===== config.mk =====
export PLATFORM = sky130hd
export DESIGN_NAME = camera_frame_receiver
export DESIGN_NICKNAME = d
export VERILOG_FILES = /design/src/rtl/cfr_pkg.sv /design/src/rtl/cfr_parser.sv /design/src/rtl/camera_frame_receiver.sv
export SDC_FILE = /design/constraint.sdc
export NUM_CORES = 1
export LEC_CHECK = 0
export ABC_AREA = 1
export BUFFER_PORTS_ARGS = -buffer_cell sky130_fd_sc_hd__buf_2
export CORE_AREA = 8 8 208 210
export CTS_CLUSTER_SIZE = 40
export DETAILED_ROUTE_END_ITERATION = 8
export DIE_AREA = 0 0 216 218
export GPL_TIMING_DRIVEN = 1
export SYNTH_ARGS = -nofsm -noshare
export SYNTH_HDL_FRONTEND = slang
export SYNTH_SLANG_ARGS = --single-unit

===== constraint.sdc =====
create_clock -name aclk -period 9.9 [get_ports aclk]
set_clock_uncertainty 0.05 [all_clocks]
set_input_delay 1.485 -clock aclk [delete_from_list [all_inputs] [get_ports aclk]]
set_output_delay 1.485 -clock aclk [all_outputs]
set_load 0.01 [all_outputs]

===== src/rtl/cfr_pkg.sv =====
// Package for the camera frame receiver: protocol constants, mode and
// kind codes, and the result item types. No dependencies.
`default_nettype none

package cfr_pkg;

    // Frame format
    localparam int unsigned PAYLOAD_BYTES_DEF = 16;
    localparam logic [7:0]  HDR_FIRST         = 8'hAA;
    localparam logic [7:0]  HDR_SECOND        = 8'hAE;
    localparam logic [7:0]  TYPE_BLOCK        = 8'h21;
    localparam logic [7:0]  TYPE_LINE         = 8'h41;

    // Payload byte positions (low byte of each little-endian word)
    localparam int unsigned POS_TYPE      = 0;
    localparam int unsigned POS_BLK_STAT  = 1;
    localparam int unsigned POS_BLK_X     = 5;
    localparam int unsigned POS_BLK_Y     = 9;
    localparam int unsigned POS_LN_MARK   = 1;
    localparam int unsigned POS_LN_STAT   = 5;
    localparam int unsigned POS_LN_ANGLE  = 9;
    localparam int unsigned POS_LN_DEV    = 13;

    // Link watchdog
    localparam int unsigned TIMER_W     = 16;
    localparam logic [15:0] LIMIT_RESET = 16'd1000;

    // Item kind codes
    localparam logic KIND_BYTE = 1'b0;
    localparam logic KIND_TICK = 1'b1;

    // Mode codes
    localparam logic [1:0] MODE_NONE  = 2'd0;
    localparam logic [1:0] MODE_BLOCK = 2'd1;
    localparam logic [1:0] MODE_LINE  = 2'd2;

    // Stream widths
    localparam int unsigned S_TDATA_W = 16;
    localparam int unsigned S_TUSER_W = 1;
    localparam int unsigned M_TDATA_W = 88;
    localparam int unsigned M_TUSER_W = 3;

    // Decoded frame fields, block_status in the lowest bits
    typedef struct packed {
        logic signed [15:0] line_deviation;
        logic signed [15:0] line_angle;
        logic [7:0]         line_status;
        logic [7:0]         line_marker;
        logic signed [15:0] block_y;
        logic signed [15:0] block_x;
        logic [7:0]         block_status;
    } cfr_frame_data_t;

    // One result item
    typedef struct packed {
        logic            frame_done;
        logic [1:0]      mode;
        logic            offline;
        cfr_frame_data_t data;
    } cfr_result_t;

endpackage

`default_nettype wire


===== src/rtl/cfr_parser.sv =====
// Frame parser and link watchdog: header search, payload capture, decode
// and timer state. Depends on cfr_pkg.
`default_nettype none

module cfr_parser #(
    parameter int unsigned PAYLOAD_BYTES = cfr_pkg::PAYLOAD_BYTES_DEF
) (
    input  wire logic                aclk,
    input  wire logic                aresetn,
    input  wire logic                item_valid,
    input  wire logic                kind,
    input  wire logic [7:0]          data_byte,
    input  wire logic [7:0]          elapsed_ms,
    input  wire logic [15:0]         limit_ms,
    output cfr_pkg::cfr_result_t     result
);
    import cfr_pkg::*;

    localparam int unsigned CNT_W = $clog2(PAYLOAD_BYTES + 1);
    localparam int unsigned IDX_W = $clog2(PAYLOAD_BYTES);

    // Receive phases
    localparam logic [1:0] PH_IDLE = 2'd0;
    localparam logic [1:0] PH_HDR2 = 2'd1;
    localparam logic [1:0] PH_DATA = 2'd2;

    logic [1:0]           phase_reg, phase_next;
    logic [CNT_W-1:0]     count_reg, count_next;
    logic [TIMER_W-1:0]   timer_reg, timer_next;
    logic                 offline_reg, offline_next;
    logic [1:0]           mode_reg, mode_next;
    cfr_frame_data_t      data_reg, data_next;
    logic [7:0]           store_reg [PAYLOAD_BYTES];
    logic [7:0]           view [PAYLOAD_BYTES];
    logic                 wr_en;
    logic                 frame_done;
    logic [TIMER_W:0]     timer_sum;
    logic [IDX_W-1:0]     wr_idx;

    assign wr_idx    = count_reg[IDX_W-1:0];
    assign timer_sum = {1'b0, timer_reg} + {{(TIMER_W - 8 + 1){1'b0}}, elapsed_ms};

    // Payload as seen including the byte being written this cycle
    always_comb begin
        for (int i = 0; i < PAYLOAD_BYTES; i++) begin
            view[i] = (wr_en && wr_idx == IDX_W'(i)) ? data_byte : store_reg[i];
        end
    end

    // Next state for one item
    always_comb begin
        phase_next   = phase_reg;
        count_next   = count_reg;
        timer_next   = timer_reg;
        offline_next = offline_reg;
        mode_next    = mode_reg;
        data_next    = data_reg;
        wr_en        = 1'b0;
        frame_done   = 1'b0;

        if (kind == KIND_TICK) begin
            if (timer_reg < limit_ms) begin
                timer_next = timer_sum[TIMER_W] ? {TIMER_W{1'b1}} : timer_sum[TIMER_W-1:0];
            end else begin
                offline_next = 1'b1;
                mode_next    = MODE_NONE;
            end
        end else if (phase_reg == PH_IDLE && data_byte == HDR_FIRST) begin
            phase_next = PH_HDR2;
        end else if (phase_reg == PH_HDR2 && data_byte == HDR_SECOND) begin
            phase_next = PH_DATA;
            count_next = '0;
        end else if (phase_reg == PH_DATA) begin
            wr_en      = 1'b1;
            count_next = count_reg + CNT_W'(1);
            if (count_reg == CNT_W'(PAYLOAD_BYTES - 1)) begin
                phase_next   = PH_IDLE;
                frame_done   = 1'b1;
                timer_next   = '0;
                offline_next = 1'b0;
                case (view[POS_TYPE])
                    TYPE_BLOCK: begin
                        data_next.block_status = view[POS_BLK_STAT];
                        data_next.block_x      = {view[POS_BLK_X + 1], view[POS_BLK_X]};
                        data_next.block_y      = {view[POS_BLK_Y + 1], view[POS_BLK_Y]};
                        mode_next              = MODE_BLOCK;
                    end
                    TYPE_LINE: begin
                        data_next.line_marker    = view[POS_LN_MARK];
                        data_next.line_status    = view[POS_LN_STAT];
                        data_next.line_angle     = {view[POS_LN_ANGLE + 1], view[POS_LN_ANGLE]};
                        data_next.line_deviation = {view[POS_LN_DEV + 1], view[POS_LN_DEV]};
                        mode_next                = MODE_LINE;
                    end
                    default: begin
                        // unknown type: frame counts, results untouched
                    end
                endcase
            end
        end else begin
            phase_next = PH_IDLE;
        end
    end

    // Control and result state
    always_ff @(posedge aclk) begin
        if (!aresetn) begin
            phase_reg   <= PH_IDLE;
            count_reg   <= '0;
            timer_reg   <= '0;
            offline_reg <= 1'b0;
            mode_reg    <= MODE_NONE;
            data_reg    <= '0;
        end else if (item_valid) begin
            phase_reg   <= phase_next;
            count_reg   <= count_next;
            timer_reg   <= timer_next;
            offline_reg <= offline_next;
            mode_reg    <= mode_next;
            data_reg    <= data_next;
        end
    end

    // Payload capture, no reset needed
    always_ff @(posedge aclk) begin
        if (item_valid && wr_en) begin
            store_reg[wr_idx] <= data_byte;
        end
    end

    assign result.frame_done = frame_done;
    assign result.mode       = mode_next;
    assign result.offline    = offline_next;
    assign result.data       = data_next;

endmodule

`default_nettype wire


===== src/rtl/camera_frame_receiver.sv =====
// Camera frame receiver top level: stream ports, limit register and a
// two-entry output buffer around cfr_parser. Depends on cfr_pkg.
//
// Usage:
//   s_ channel: one item per handshake, either a received serial byte
//   (s_tuser = 0) or a millisecond tick (s_tuser = 1). Frames are 0xAA,
//   0xAE and PAYLOAD_BYTES payload bytes; type 0x21 updates block fields,
//   type 0x41 the line fields.
//   m_ channel: exactly one result item per input item, in order, holding
//   the offline flag, mode and all decoded fields; m_tlast marks the item
//   whose byte completed a frame.
//   cfg channel: writes offline_limit_ms; always ready. Write only while idle.
//   Results are registered: in the output register, or in the skid entry while m_ stalls.
//   Throughput: one item per cycle while s_tready is high; the parser state is registered per item.
//   Stall: an output register plus a skid entry hold up to two results;
//   s_tready falls only when both are full.
//   Reset: aresetn low clears the parser state, empties the output buffer
//   and loads the limit with 1000 ms.
`default_nettype none

module camera_frame_receiver #(
    parameter int unsigned PAYLOAD_BYTES = cfr_pkg::PAYLOAD_BYTES_DEF
) (
    input  wire logic                            aclk,
    input  wire logic                            aresetn,
    // input items
    input  wire logic                            s_tvalid,
    output      logic                            s_tready,
    input  wire logic [cfr_pkg::S_TDATA_W-1:0]   s_tdata,   // [7:0] data_byte, [15:8] elapsed_ms
    input  wire logic [cfr_pkg::S_TUSER_W-1:0]   s_tuser,   // [0] kind
    // result items
    output      logic                            m_tvalid,
    input  wire logic                            m_tready,
    output      logic [cfr_pkg::M_TDATA_W-1:0]   m_tdata,   // [7:0] block_status, [23:8] block_x,
                                                            // [39:24] block_y, [47:40] line_marker,
                                                            // [55:48] line_status,
                                                            // [71:56] line_angle,
                                                            // [87:72] line_deviation
    output      logic [cfr_pkg::M_TUSER_W-1:0]   m_tuser,   // [0] offline, [2:1] mode
    output      logic                            m_tlast,   // frame_done
    // configuration
    input  wire logic                            cfg_valid,
    output      logic                            cfg_ready,
    input  wire logic [15:0]                     cfg_data   // offline_limit_ms
);
    import cfr_pkg::*;

    logic [15:0]  limit_reg;
    logic         s_accept;
    logic         m_drain;
    cfr_result_t  res_new;
    cfr_result_t  out_reg;
    cfr_result_t  skid_reg;
    logic         out_valid_reg;
    logic         skid_valid_reg;

    assign s_tready  = !skid_valid_reg;
    assign s_accept  = s_tvalid && s_tready;
    assign m_drain   = out_valid_reg && m_tready;
    assign cfg_ready = 1'b1;

    // Offline limit register
    always_ff @(posedge aclk) begin
        if (!aresetn) begin
            limit_reg <= LIMIT_RESET;
        end else if (cfg_valid) begin
            limit_reg <= cfg_data;
        end
    end

    cfr_parser #(
        .PAYLOAD_BYTES (PAYLOAD_BYTES)
    ) u_parser (
        .aclk       (aclk),
        .aresetn    (aresetn),
        .item_valid (s_accept),
        .kind       (s_tuser[0]),
        .data_byte  (s_tdata[7:0]),
        .elapsed_ms (s_tdata[15:8]),
        .limit_ms   (limit_reg),
        .result     (res_new)
    );

    // Output register with one skid entry
    always_ff @(posedge aclk) begin
        if (!aresetn) begin
            out_valid_reg  <= 1'b0;
            skid_valid_reg <= 1'b0;
        end else if (m_drain) begin
            if (skid_valid_reg) begin
                skid_valid_reg <= 1'b0;
            end else begin
                out_valid_reg <= s_accept;
            end
        end else if (s_accept) begin
            if (!out_valid_reg) begin
                out_valid_reg <= 1'b1;
            end else begin
                skid_valid_reg <= 1'b1;
            end
        end
    end

    // Result payload
    always_ff @(posedge aclk) begin
        if (m_drain) begin
            out_reg <= skid_valid_reg ? skid_reg : res_new;
        end else if (s_accept && !out_valid_reg) begin
            out_reg <= res_new;
        end
        if (s_accept && out_valid_reg && !m_drain) begin
            skid_reg <= res_new;
        end
    end

    assign m_tvalid = out_valid_reg;
    assign m_tdata  = out_reg.data;
    assign m_tuser  = {out_reg.mode, out_reg.offline};
    assign m_tlast  = out_reg.frame_done;

endmodule

`default_nettype wire


==> impl_summary.log, run 1 <==
[metrics] main combinational cell family by area after synthesis: simple AND/OR/NAND/NOR gates
[metrics] total track usage: ~18%
[metrics] Die Y-Extent: roughly 220 um
[metrics] path category of the worst min-delay check: flip-flop to flip-flop
[metrics] number of enable-type register cells in the synthesized netlist: 248
[metrics] post-synthesis instance area: between 15000 and 20000 um^2
[metrics] global-route wire length before repair: about 69000 um
[metrics] total congestion overflow after global routing: 0
[metrics] sequential-to-total area share from yosys stat: between 50 and 60%
[metrics] clock buffer count from CTS: 42
[metrics] number of nets in the synthesized netlist: just over 2k
[metrics] num ports: approximately 130
[metrics] largest area contributor in the synthesized netlist: sky130_fd_sc_hd__edfxtp_1
[metrics] TritonCTS clock tree: built
[metrics] CTS-repair resized insts: 0
[metrics] worst-case clock buffer depth: 3
[metrics] Clk Tree Root Cell: sky130_fd_sc_hd__clkbuf_16
[metrics] top-count cell post-synth: sky130_fd_sc_hd__nand2_1
[metrics] fin nets: roughly 2.2k
[metrics] result of the run: finished, final reports clean
[metrics] crit path launch type: input port
[metrics] final hold violation count: 0
[metrics] routed vias: ~13k
[metrics] adder-cell share of the synthesized area: under 10%
[metrics] floorplan core area: 40200 um^2
[metrics] post-CTS repair timing setup buffer count: 0
[metrics] largest fanout of any net on the critical path: 56
[metrics] number of design rule violations left after detail routing: 0
[metrics] count of placed standard cells including taps: ~2.6k
[metrics] crit share post-route: 43.4%
[metrics] effective utilization at floorplan: approximately 44%
[metrics] sum of negative setup slack: 0 ps
[metrics] final-report max-slew violation count: 0
[metrics] slew at the pin with the worst max-slew slack: approximately 940 ps
[metrics] count of warnings emitted by yosys: 0
[metrics] largest net degree at the start of global routing: 88
[metrics] Overall Power: between 3 and 4 mW
[metrics] power density over the cells: 182 nW/um^2
[metrics] insertion delay of the later-clocked pin in the worst-skew pair: ~550 ps
[metrics] simple-gate area share of the yosys netlist: 23.7%
[metrics] worst endpoint required time: around 10000 ps
[metrics] main area contributors after synthesis: sky130_fd_sc_hd__edfxtp_1 42%, sky130_fd_sc_hd__dfxtp_1 15%, sky130_fd_sc_hd__nand2_1 9.6%, sky130_fd_sc_hd__inv_1 5.5%, sky130_fd_sc_hd__nor2_1 4.3%
[metrics] number of flip-flops in the largest register: between 90 and 100
[metrics] sequential share of power: about half
[metrics] clock tree sinks: 380
[metrics] Max-slew headroom: a little under two fifths
[metrics] Synth cell types: 43
[metrics] clock slew at reported path FFs: approximately 60 ps
[metrics] IO buf count: between 100 and 150
[metrics] shortest clock period the worst path allows after layout: between 4000 and 5000 ps
[metrics] per-cell via count in the routed design: around 5.1
[metrics] number of levels in the clock H-tree: 2
[metrics] Internal Pwr Total: around 2.8 mW
[metrics] routed length per placed instance: 16.5 um
[metrics] residual antenna-violating net count after detailed routing: 0
[metrics] area fraction in compound gates after synthesis: between 8 and 9%
[metrics] maximum capacitance violations: 0
[metrics] Clock power frac: between 40% and 50%
[metrics] per-instance average area after synthesis: 8.86 um^2
[metrics] Final setup violation count: 0
[metrics] data arrival time at the worst-slack endpoint: about 4500 ps
[metrics] routed wire length: 43800 um
[metrics] Cells after Synth: 1998
[metrics] Die Area: around 47000 um^2
[metrics] DRT Pass-1 Iters: 5
[metrics] portion of netlist area occupied by mux cells: 0.0565%
[metrics] type of the worst setup path: input port to flip-flop
[metrics] Peak VDD IR: ~0.00014 V
[metrics] share of synthesized flip-flops with an asynchronous set or reset: 0%
[metrics] standby leakage power: approximately 9.7 nW
[metrics] x dimension of the die: between 200 and 250 um
[metrics] Gate power share: 8.9%
[metrics] Net Sw Frac: a little under a quarter
[metrics] Highest Clock Rate: 233 MHz
[metrics] area share of the largest cell type after synthesis: between 40% and 50%
[metrics] Final Non-Filler Cells: approximately 2.7k
[metrics] setup repair after global routing missed its margin: no
[metrics] share of the synthesized netlist area taken by xor and xnor gates: less than 1%
[metrics] number of antenna violations at the first check in global routing: 5
[metrics] endpoint class of the critical path: flip-flop
[metrics] area growth from synthesis to layout: 13.2%
[metrics] final weighted congestion in routability-driven placement: approximately 0.9
[metrics] fraction of layout cells with a size suffix above 1: between 10% and 20%
[metrics] num rows: 74
[metrics] via count of the first global-routing pass: ~13k
[metrics] detailed router's first-iteration violation count: 876
[metrics] Synth Flop Type: sky130_fd_sc_hd__edfxtp_1
[metrics] Seq cells post-synth: between 300 and 400
[metrics] Psw: around 0.87 mW
[metrics] most used standard cells in the synthesized netlist: 453 x sky130_fd_sc_hd__nand2_1, 258 x sky130_fd_sc_hd__inv_1, 248 x sky130_fd_sc_hd__edfxtp_1
[metrics] post-detail-place hpwl: approximately 28000 um
[metrics] number of hold-repair buffers added at the cts stage: 0
[worst paths after layout]
path / cells after the start / to / startpoint / slack, ps
min reg2reg: 2 / limit_reg[13] / limit_reg[13] / 420
max reg2reg: 8 / skid_reg[46] / skid_valid_reg / 6140
min: 2 / limit_reg[13] / limit_reg[13] / 420
max: 8 / skid_reg[46] / s_tvalid / 5600
[per-stage QoR]
| stage | worst slack, ps | util (%) | hold WS [ps] | cell area, um^2 |
|---|---|---|---|---|
| 2_1_floorplan | 772 | - | 385 | 17700 |
| 3_3_place_gp | 5140 | 46.6 | 403 | 18700 |
| 3_5_place_dp | 5120 | 46.6 | 407 | 18700 |
| 4_1_cts | 5720 | 49.9 | 418 | 20000 |
| 5_1_grt | 5490 | 49.9 | 437 | 20000 |
| 6_report | 5600 | 49.9 | 419 | 20000 |
[logic make-up after synthesis]
logic type | count (synthesis)
AO/OA/AOI/OAI | 260
XOR/XNOR | 5
adder cells (fa/ha/maj) | 29
buffers and inverters | 367
flip-flops | 380
multiplexers | 1
other | 1
AND/OR/NAND/NOR | 955
[cell usage in the layout, fill, tap and decap left out, types with 45 or more instances in the layout]
cell / n
sky130_fd_sc_hd__nand2_1: 452
sky130_fd_sc_hd__inv_1: 256
sky130_fd_sc_hd__edfxtp_1: 248
sky130_fd_sc_hd__nor2_1: 202
sky130_fd_sc_hd__nand3_1: 143
sky130_fd_sc_hd__dfxtp_1: 132
sky130_fd_sc_hd__buf_2: 131
sky130_fd_sc_hd__o21ai_0: 93
sky130_fd_sc_hd__nand4_1: 75
sky130_fd_sc_hd__a21oi_1: 60
sky130_fd_sc_hd__or2_2: 50
sky130_fd_sc_hd__o21bai_1: 48
sky130_fd_sc_hd__clkbuf_16: 45
[critical path, cell delays in order]
cell                       delay, ps
sky130_fd_sc_hd__buf_2           100
sky130_fd_sc_hd__nand2_2          50
sky130_fd_sc_hd__buf_4           560
sky130_fd_sc_hd__clkinv_2        850
sky130_fd_sc_hd__nand2_1         390
sky130_fd_sc_hd__nor2_4           40
sky130_fd_sc_hd__buf_4           300
sky130_fd_sc_hd__buf_4           440
[power by group through the flow]
stage | clock network [mW] | registers, mW | logic [mW]
floorplan | 0 | 1.88 | 0.193
global placement | 0 | 1.86 | 0.322
detailed placement | 0 | 1.86 | 0.330
CTS | 1.54 | 1.82 | 0.332
global route | 1.60 | 1.83 | 0.372
finish | 1.50 | 1.82 | 0.326
[final cells by class]
class	count	area (um^2)
clock buffer	67	1270
clock inverter	11	60.1
multi-input combinational	1251	6190
antenna	2	5.00
sequential	380	10100
tap	532	666
inverter	267	1010
fill	3800	20100
timing repair buffer	145	761
[routing by layer]
metal	GRT usage, %	up-vias	wire [um]
met3	3.68	70	2350
li1	-	6746	-
met1	22.4	6312	18700
met4	5.77	6	1080
met5	0	-	27
met2	32.0	309	21700
No activity file was read; power rests on OpenSTA's default activity.
==> run 2, diff against run 1 <==
ABC_AREA = 0   (was 1)
CORE_AREA = 8 8 202 204   (was 8 8 208 210)
DIE_AREA = 0 0 210 212   (was 0 0 216 218)
clock period = 3.85 ns   (was 9.9 ns; I/O delays follow)
==> run 2 against run 1 <==
Register-to-register slack lost 5100 ps. Synthesized cell count shrank 30%. Final cell count shrank 22%. Count of clock-buffer cells in the layout shrank 13. First-iteration DRC count shrank 35%. Clock power grew to 2.5 times the previous value. Critical endpoint is now m_tdata[7]. Largest cell class unchanged.
==> impl_summary.log, run 2 <==
[metrics] result of the run: finished, final reports clean
[metrics] post-CTS repair timing setup buffer count: 0
[metrics] residual antenna-violating net count after detailed routing: 0
[metrics] routed wire length: about 38000 um
[metrics] Final setup violation count: 0
[metrics] worst endpoint required time: a little over 4000 ps
[metrics] shortest clock period the worst path allows after layout: approximately 2900 ps
[metrics] share of the synthesized netlist area taken by xor and xnor gates: less than 1%
[metrics] type of the worst setup path: flip-flop to flip-flop
[metrics] clock slew at reported path FFs: 60 ps
[metrics] top-count cell post-synth: sky130_fd_sc_hd__edfxtp_1
[metrics] Gate power share: 4.8%
[metrics] most used standard cells in the synthesized netlist: 248 x sky130_fd_sc_hd__edfxtp_1, 132 x sky130_fd_sc_hd__dfxtp_1, 124 x sky130_fd_sc_hd__mux2i_1, 124 x sky130_fd_sc_hd__nor2_1, 112 x sky130_fd_sc_hd__nand2_1
[metrics] number of antenna violations at the first check in global routing: 1
[metrics] share of synthesized flip-flops with an asynchronous set or reset: 0%
[metrics] Clk Tree Root Cell: sky130_fd_sc_hd__clkbuf_16
[metrics] Peak VDD IR: between 0.0002 and 0.0003 V
[metrics] total track usage: roughly 17%
[metrics] largest net degree at the start of global routing: 83
[metrics] detailed router's first-iteration violation count: 570
[metrics] Net Sw Frac: approximately 22%
[metrics] number of nets in the synthesized netlist: between 1k and 1.5k
[metrics] sequential-to-total area share from yosys stat: 60.4%
[metrics] Reg-to-Reg Start: u_parser.count_reg[0]
[metrics] Psw: around 1.9 mW
[metrics] floorplan core area: about 38000 um^2
[metrics] TritonCTS clock tree: built
[metrics] area growth from synthesis to layout: 15.1%
[metrics] most common library cell in the layout ignoring fill and taps: sky130_fd_sc_hd__edfxtp_1
[metrics] commonest non-fill, non-tap cells in the layout: 248 x sky130_fd_sc_hd__edfxtp_1, 132 x sky130_fd_sc_hd__dfxtp_1, 131 x sky130_fd_sc_hd__buf_2
[metrics] worst hold margin: 212 ps
[metrics] simple-gate area share of the yosys netlist: a little under a tenth
[metrics] number of enable-type register cells in the synthesized netlist: around 250
[metrics] area fraction in compound gates after synthesis: under 10%
[metrics] Synth Flop Type: sky130_fd_sc_hd__edfxtp_1
[metrics] setup repair after global routing missed its margin: no
[metrics] routed length per placed instance: between 15 and 20 um
[metrics] fill cell count: 3373
[metrics] crit path from: u_parser.count_reg[0]
[metrics] final weighted congestion in routability-driven placement: 0.839
[metrics] count of warnings emitted by yosys: 0
[metrics] Seq cells post-synth: 380
[metrics] Die Area: about 45000 um^2
[metrics] effective utilization at floorplan: between 40 and 50%
[metrics] post-detail-place hpwl: about 24000 um
[metrics] main combinational cell family by area after synthesis: multiplexers
[metrics] endpoint class of the critical path: flip-flop
[metrics] core utilization of the finished layout: between 50% and 60%
[metrics] number of flip-flops in the largest register: roughly 90
[metrics] worst-case clock buffer depth: 3
[metrics] clock tree sinks: 380
[metrics] total congestion overflow after global routing: 0
[metrics] standby leakage power: between 8 and 9 nW
[metrics] via count of the first global-routing pass: around 11k
[metrics] portion of netlist area occupied by mux cells: approximately an eighth
[metrics] slew at the pin with the worst max-slew slack: 968 ps
[metrics] adder-cell share of the synthesized area: around 2.2%
[metrics] area share of the largest cell type after synthesis: around 45%
[metrics] num ports: around 130
[metrics] num rows: 72
[metrics] n_diodes: 0
[metrics] startpoint of the tightest hold check path: cfg_data[9]
[metrics] crit share post-route: 74.2%
[metrics] global-route wire length before repair: 60000 um
[metrics] Internal Pwr Total: between 6 and 7 mW
[metrics] power density over the cells: approximately 460 nW/um^2
[metrics] routed vias: between 10k and 15k
[metrics] crit path launch type: flip-flop
[metrics] main area contributors after synthesis: sky130_fd_sc_hd__edfxtp_1 45%, sky130_fd_sc_hd__dfxtp_1 16%, sky130_fd_sc_hd__mux2i_1 7.4%, sky130_fd_sc_hd__mux2_2 3.6%, sky130_fd_sc_hd__a211oi_1 3.5%
[metrics] per-instance average area after synthesis: 11.9 um^2
[metrics] IO buf count: between 100 and 150
[metrics] largest area contributor in the synthesized netlist: sky130_fd_sc_hd__edfxtp_1
[metrics] final hold violation count: 0
[metrics] fraction of layout cells with a size suffix above 1: between 20% and 30%
[metrics] clock buffer count from CTS: between 40 and 50
[metrics] x dimension of the die: roughly 210 um
[metrics] Max-slew headroom: between 30% and 40%
[metrics] final-report max-slew violation count: 0
[metrics] sequential share of power: 51.6%
[metrics] maximum capacitance violations: 0
[metrics] insertion delay of the later-clocked pin in the worst-skew pair: between 500 and 600 ps
[metrics] path category of the worst min-delay check: input port to flip-flop
[metrics] DRT Pass-1 Iters: 5
[metrics] largest fanout of any net on the critical path: 22
[metrics] sum of negative setup slack: 0 ps
[metrics] Cells after Synth: between 1k and 1.5k
[metrics] data arrival time at the worst-slack endpoint: ~3100 ps
[metrics] number of hold-repair buffers added at the cts stage: 0
[metrics] Highest Clock Rate: approximately 350 MHz
[metrics] Synth cell types: between 70 and 80
[metrics] Clock power frac: a little over two fifths
[metrics] post-synthesis instance area: approximately 17000 um^2
[metrics] CTS-repair resized insts: 0
[metrics] per-cell via count in the routed design: between 5 and 6
[metrics] Die Y-Extent: approximately 210 um
[metrics] number of levels in the clock H-tree: 2
[metrics] number of design rule violations left after detail routing: 0
[metrics] fin nets: roughly 1.6k
-- run 2: cell count changes after synthesis, sizes merged, moves of 47 or more --
cell,before,now
or2,50,2
inv,265,110
nor2,211,125
mux2,0,78
mux2i,1,124
o21bai,48,1
nand3,146,17
nand2,460,115
nand4,75,2
a211oi,1,77
-- run 2: cell type report --
cell class | instances | area, um^2 | share of cell area, %
Inverter | 110 | 414 | 2.16
Timing Repair Buffer | 159 | 953 | 4.96
Tap cell | 518 | 648 | 3.37
Sequential cell | 380 | 10100 | 52.5
Multi-Input combinational cell | 828 | 5800 | 30.2
Clock buffer | 54 | 1150 | 5.97
Clock inverter | 22 | 156 | 0.814
-- run 2: final timing paths --
check / end / slack, ps / depth (start not counted)
worst max-delay path: m_tdata[7] / 990 / 8
worst min-delay path: limit_reg[9] / 210 / 3
worst max register to register: m_tdata[7] / 990 / 8
worst min register to register: u_parser.count_reg[4] / 440 / 2
-- run 2: logic make-up (layout without fill, tap and decap cells) --
family                     after synthesis  count (layout)
DFF                                    380             380
adders and majority gates               29              29
and+or+nand+nor                        337             337
xor gates and xnor gates                 7               7
buffers and inverters                  197             345
other                                    1               1
muxes                                  202             202
AOI/OAI and AO/OA                      252             252
-- run 2: per-stage QoR --
stage,power (mW),cell area [um^2],instances,worst slack [ps]
after floorplan,4.81,16700,1405,2.06
after detailed placement,5.03,17900,1995,675
final,8.74,19200,2071,995
after global routing,9.04,19200,2071,778
after CTS,8.85,19200,2071,970
after global placement,5.02,17900,1995,764
-- run 2: critical path, stage by stage, from the launching register on --
cell	delay, ps
sky130_fd_sc_hd__dfxtp_1	410
sky130_fd_sc_hd__inv_1	100
sky130_fd_sc_hd__ha_1	220
sky130_fd_sc_hd__and3_1	180
sky130_fd_sc_hd__nor4b_1	600
sky130_fd_sc_hd__o21ai_4	360
sky130_fd_sc_hd__buf_12	280
sky130_fd_sc_hd__mux2i_1	240
sky130_fd_sc_hd__o21ai_0	140
-- run 2: layer usage --
layer	vias to the layer above	track usage, %	part of all wire, %
met1	5079	21.9	45
met3	70	2.99	4.3
met5	-	0	0.034
li1	5272	-	-
met4	2	5.64	2.9
met2	220	29.0	47
-- run 2: power groups by stage --
stage	combinational, mW	sequential, mW	clock [mW]
floorplan	0.175	4.63	0
global placement	0.425	4.60	0
detailed placement	0.432	4.60	0
CTS	0.434	4.51	3.90
global route	0.465	4.52	4.06
finish	0.421	4.51	3.81
==> run 3, diff against run 2 <==
clock period = 2.95 ns   (was 3.85 ns; I/O delays follow)
==> run 3 against run 2 <==
Die area unchanged. Count of clock-buffer cells in the layout rose by 9. Hold slack worse by 110 ps. First-iteration DRC count rose by 0.18%. Largest power group unchanged. Sequential share of layout area decreased by 0.63 points. Wire length up 0.81%. Highest routed layer unchanged. Non-clock buffer count rose by 27.
==> impl_summary.log, run 3 (same netlist as run 2, synthesis figures left out) <==
[metrics] result of the run: finished, final reports clean
[metrics] clock tree sinks: 380
[metrics] crit path launch type: flip-flop
[metrics] largest fanout of any net on the critical path: 34
[metrics] slew at the pin with the worst max-slew slack: approximately 800 ps
[metrics] Die Y-Extent: ~210 um
[metrics] endpoint class of the critical path: flip-flop
[metrics] Die Area: 44500 um^2
[metrics] Final Non-Filler Cells: between 2k and 2.5k
[metrics] clock slew at reported path FFs: about 60 ps
[metrics] clock buffer count from CTS: 42
[metrics] path category of the worst min-delay check: input port to flip-flop
[metrics] family with the most delay on the worst path: multiplexers
[metrics] Clk Tree Root Cell: sky130_fd_sc_hd__clkbuf_16
[metrics] post-place instance area: 18100 um^2
[metrics] maximum capacitance violations: 0
[metrics] crit share post-route: 92.3%
[metrics] final-report max-slew violation count: 0
[metrics] insertion delay of the later-clocked pin in the worst-skew pair: around 530 ps
[metrics] shortest clock period the worst path allows after layout: between 2000 and 3000 ps
[metrics] TritonCTS clock tree: built
[metrics] num rows: ~70
[metrics] crit path from: u_parser.count_reg[0]
[metrics] worst setup slack before clock tree synthesis: between 40 and 50 ps
[metrics] x dimension of the die: about 210 um
[metrics] n_diodes: 0
[metrics] number of hold-repair buffers added at the cts stage: 0
[metrics] core utilization of the finished layout: between 50% and 60%
[metrics] CP bufs+invs: 2
[metrics] power density over the cells: just under 600 nW/um^2
[metrics] largest net degree at the start of global routing: about 110
[metrics] Final setup violation count: 0
[metrics] data arrival time at the worst-slack endpoint: a little under 3000 ps
[metrics] list of cells traversed by the critical path: ha_1, and3_1, ha_1, nand2_1, inv_1, o21ai_4, buf_12, mux2_2, mux2_2
[metrics] final weighted congestion in routability-driven placement: 0.815
[metrics] total track usage: around 17%
[metrics] startpoint of the tightest hold check path: cfg_data[5]
[metrics] Max stage delay on crit path: 380 ps
[metrics] sum of negative setup slack: 0 ps
[metrics] fraction of layout cells with a size suffix above 1: between 20% and 30%
[metrics] worst hold margin: 98.8 ps
[metrics] floorplan core area: 37900 um^2
[metrics] number of design rule violations left after detail routing: 0
[metrics] number of flip-flops in the largest register: slightly above 90
[metrics] routed length per placed instance: about 18 um
[metrics] IO buf count: between 100 and 150
[metrics] setup repair after global routing missed its margin: no
[metrics] residual antenna-violating net count after detailed routing: 0
[metrics] most common library cell in the layout ignoring fill and taps: sky130_fd_sc_hd__edfxtp_1
[metrics] number of antenna violations at the first check in global routing: 1
[metrics] routed vias: roughly 11k
[metrics] type of the worst setup path: flip-flop to flip-flop
[metrics] slack of the critical path: between 200 and 250 ps
[metrics] global-route wire length before repair: just over 60000 um
[metrics] effective utilization at floorplan: 44.0%
[metrics] worst endpoint required time: roughly 3200 ps
[metrics] post-detail-place hpwl: approximately 25000 um
[metrics] count of placed standard cells including taps: around 2.0k
[metrics] fin nets: roughly 1.6k
[metrics] per-cell via count in the routed design: roughly 5.1
[metrics] num ports: about 130
[metrics] via count of the first global-routing pass: around 11k
[metrics] Peak VDD IR: a little over 0.0004 V
[metrics] number of levels in the clock H-tree: 2
[metrics] total congestion overflow after global routing: 0
[metrics] detailed router's first-iteration violation count: roughly 570
[metrics] standby leakage power: approximately 8.3 nW
[metrics] crit path max-delay cell type: sky130_fd_sc_hd__mux2_2
[metrics] Max-slew headroom: 45.6%
[metrics] Highest Clock Rate: 367 MHz
[metrics] commonest non-fill, non-tap cells in the layout: 248 x sky130_fd_sc_hd__edfxtp_1, 132 x sky130_fd_sc_hd__dfxtp_1, 131 x sky130_fd_sc_hd__buf_2
[metrics] Design Area, Final: 19400 um^2
[metrics] worst-case clock buffer depth: 3
[metrics] DRT Pass-1 Iters: 5
[metrics] Overall Power: approximately 11 mW
[metrics] area growth from synthesis to layout: 16.5%
[metrics] Reg-to-Reg Start: u_parser.count_reg[0]
[metrics] final hold violation count: 0
[metrics] routed wire length: between 30000 and 40000 um
run 3: cell types whose count changed in the layout (fill, tap and decap cells not counted):
| cell | change |
|---|---|
| sky130_fd_sc_hd__clkbuf_1 | +9 |
| sky130_fd_sc_hd__o21ai_1 | -1 |
| sky130_fd_sc_hd__clkinv_1 | -1 |
| sky130_fd_sc_hd__o21ai_2 | +1 |
| sky130_fd_sc_hd__buf_12 | +3 |
| sky130_fd_sc_hd__buf_4 | +24 |
| sky130_fd_sc_hd__clkinv_2 | -8 |
run 3: path summary, 6_finish.rpt:
| kind | slack, ps | end | cells after the start |
|---|---|---|---|
| worst min-delay path | 100 | limit_reg[5] | 3 |
| worst max-delay path | 230 | m_tdata[85] | 9 |
| worst min register to register | 430 | u_parser.timer_reg[0] | 2 |
| worst max register to register | 230 | m_tdata[85] | 9 |
run 3: layout make-up:
type	instances	area (um^2)
timing repair buffer	186	1190
inverter	110	414
tap	518	648
clock buffer	63	1180
multi-input combinational	828	5800
clock inverter	13	113
sequential	380	10100
fill	3377	18500
run 3: worst register-to-register path, delay by kind of cell (launching register included):
family,cells,cell delay (ps)
adder cells (fa/ha/maj),2,440
multiplexers,2,680
buffers and inverters,2,430
AND/OR/NAND/NOR,2,370
AO/OA/AOI/OAI,1,130
flip-flops,1,360
run 3: layer usage:
layer  wire length [um]  global-route usage, %
met2              18200                   28.5
met4                675                   4.40
met5                 12                      0
met1              17400                   22.7
met3               1810                   2.96
run 3: what timing repair did:
action | in CTS | in global routing
resized for setup | 0 | 1
buffers inserted | 0 | 0
setup endpoints to repair | 0 | 1
endpoints found under the hold margin | 0 | 0
run 3: power by group:
part	switching, mW	internal (mW)
combinational	0.380	0.179
clock	2.01	2.94
sequential	0.0603	5.82
total	2.45	8.94
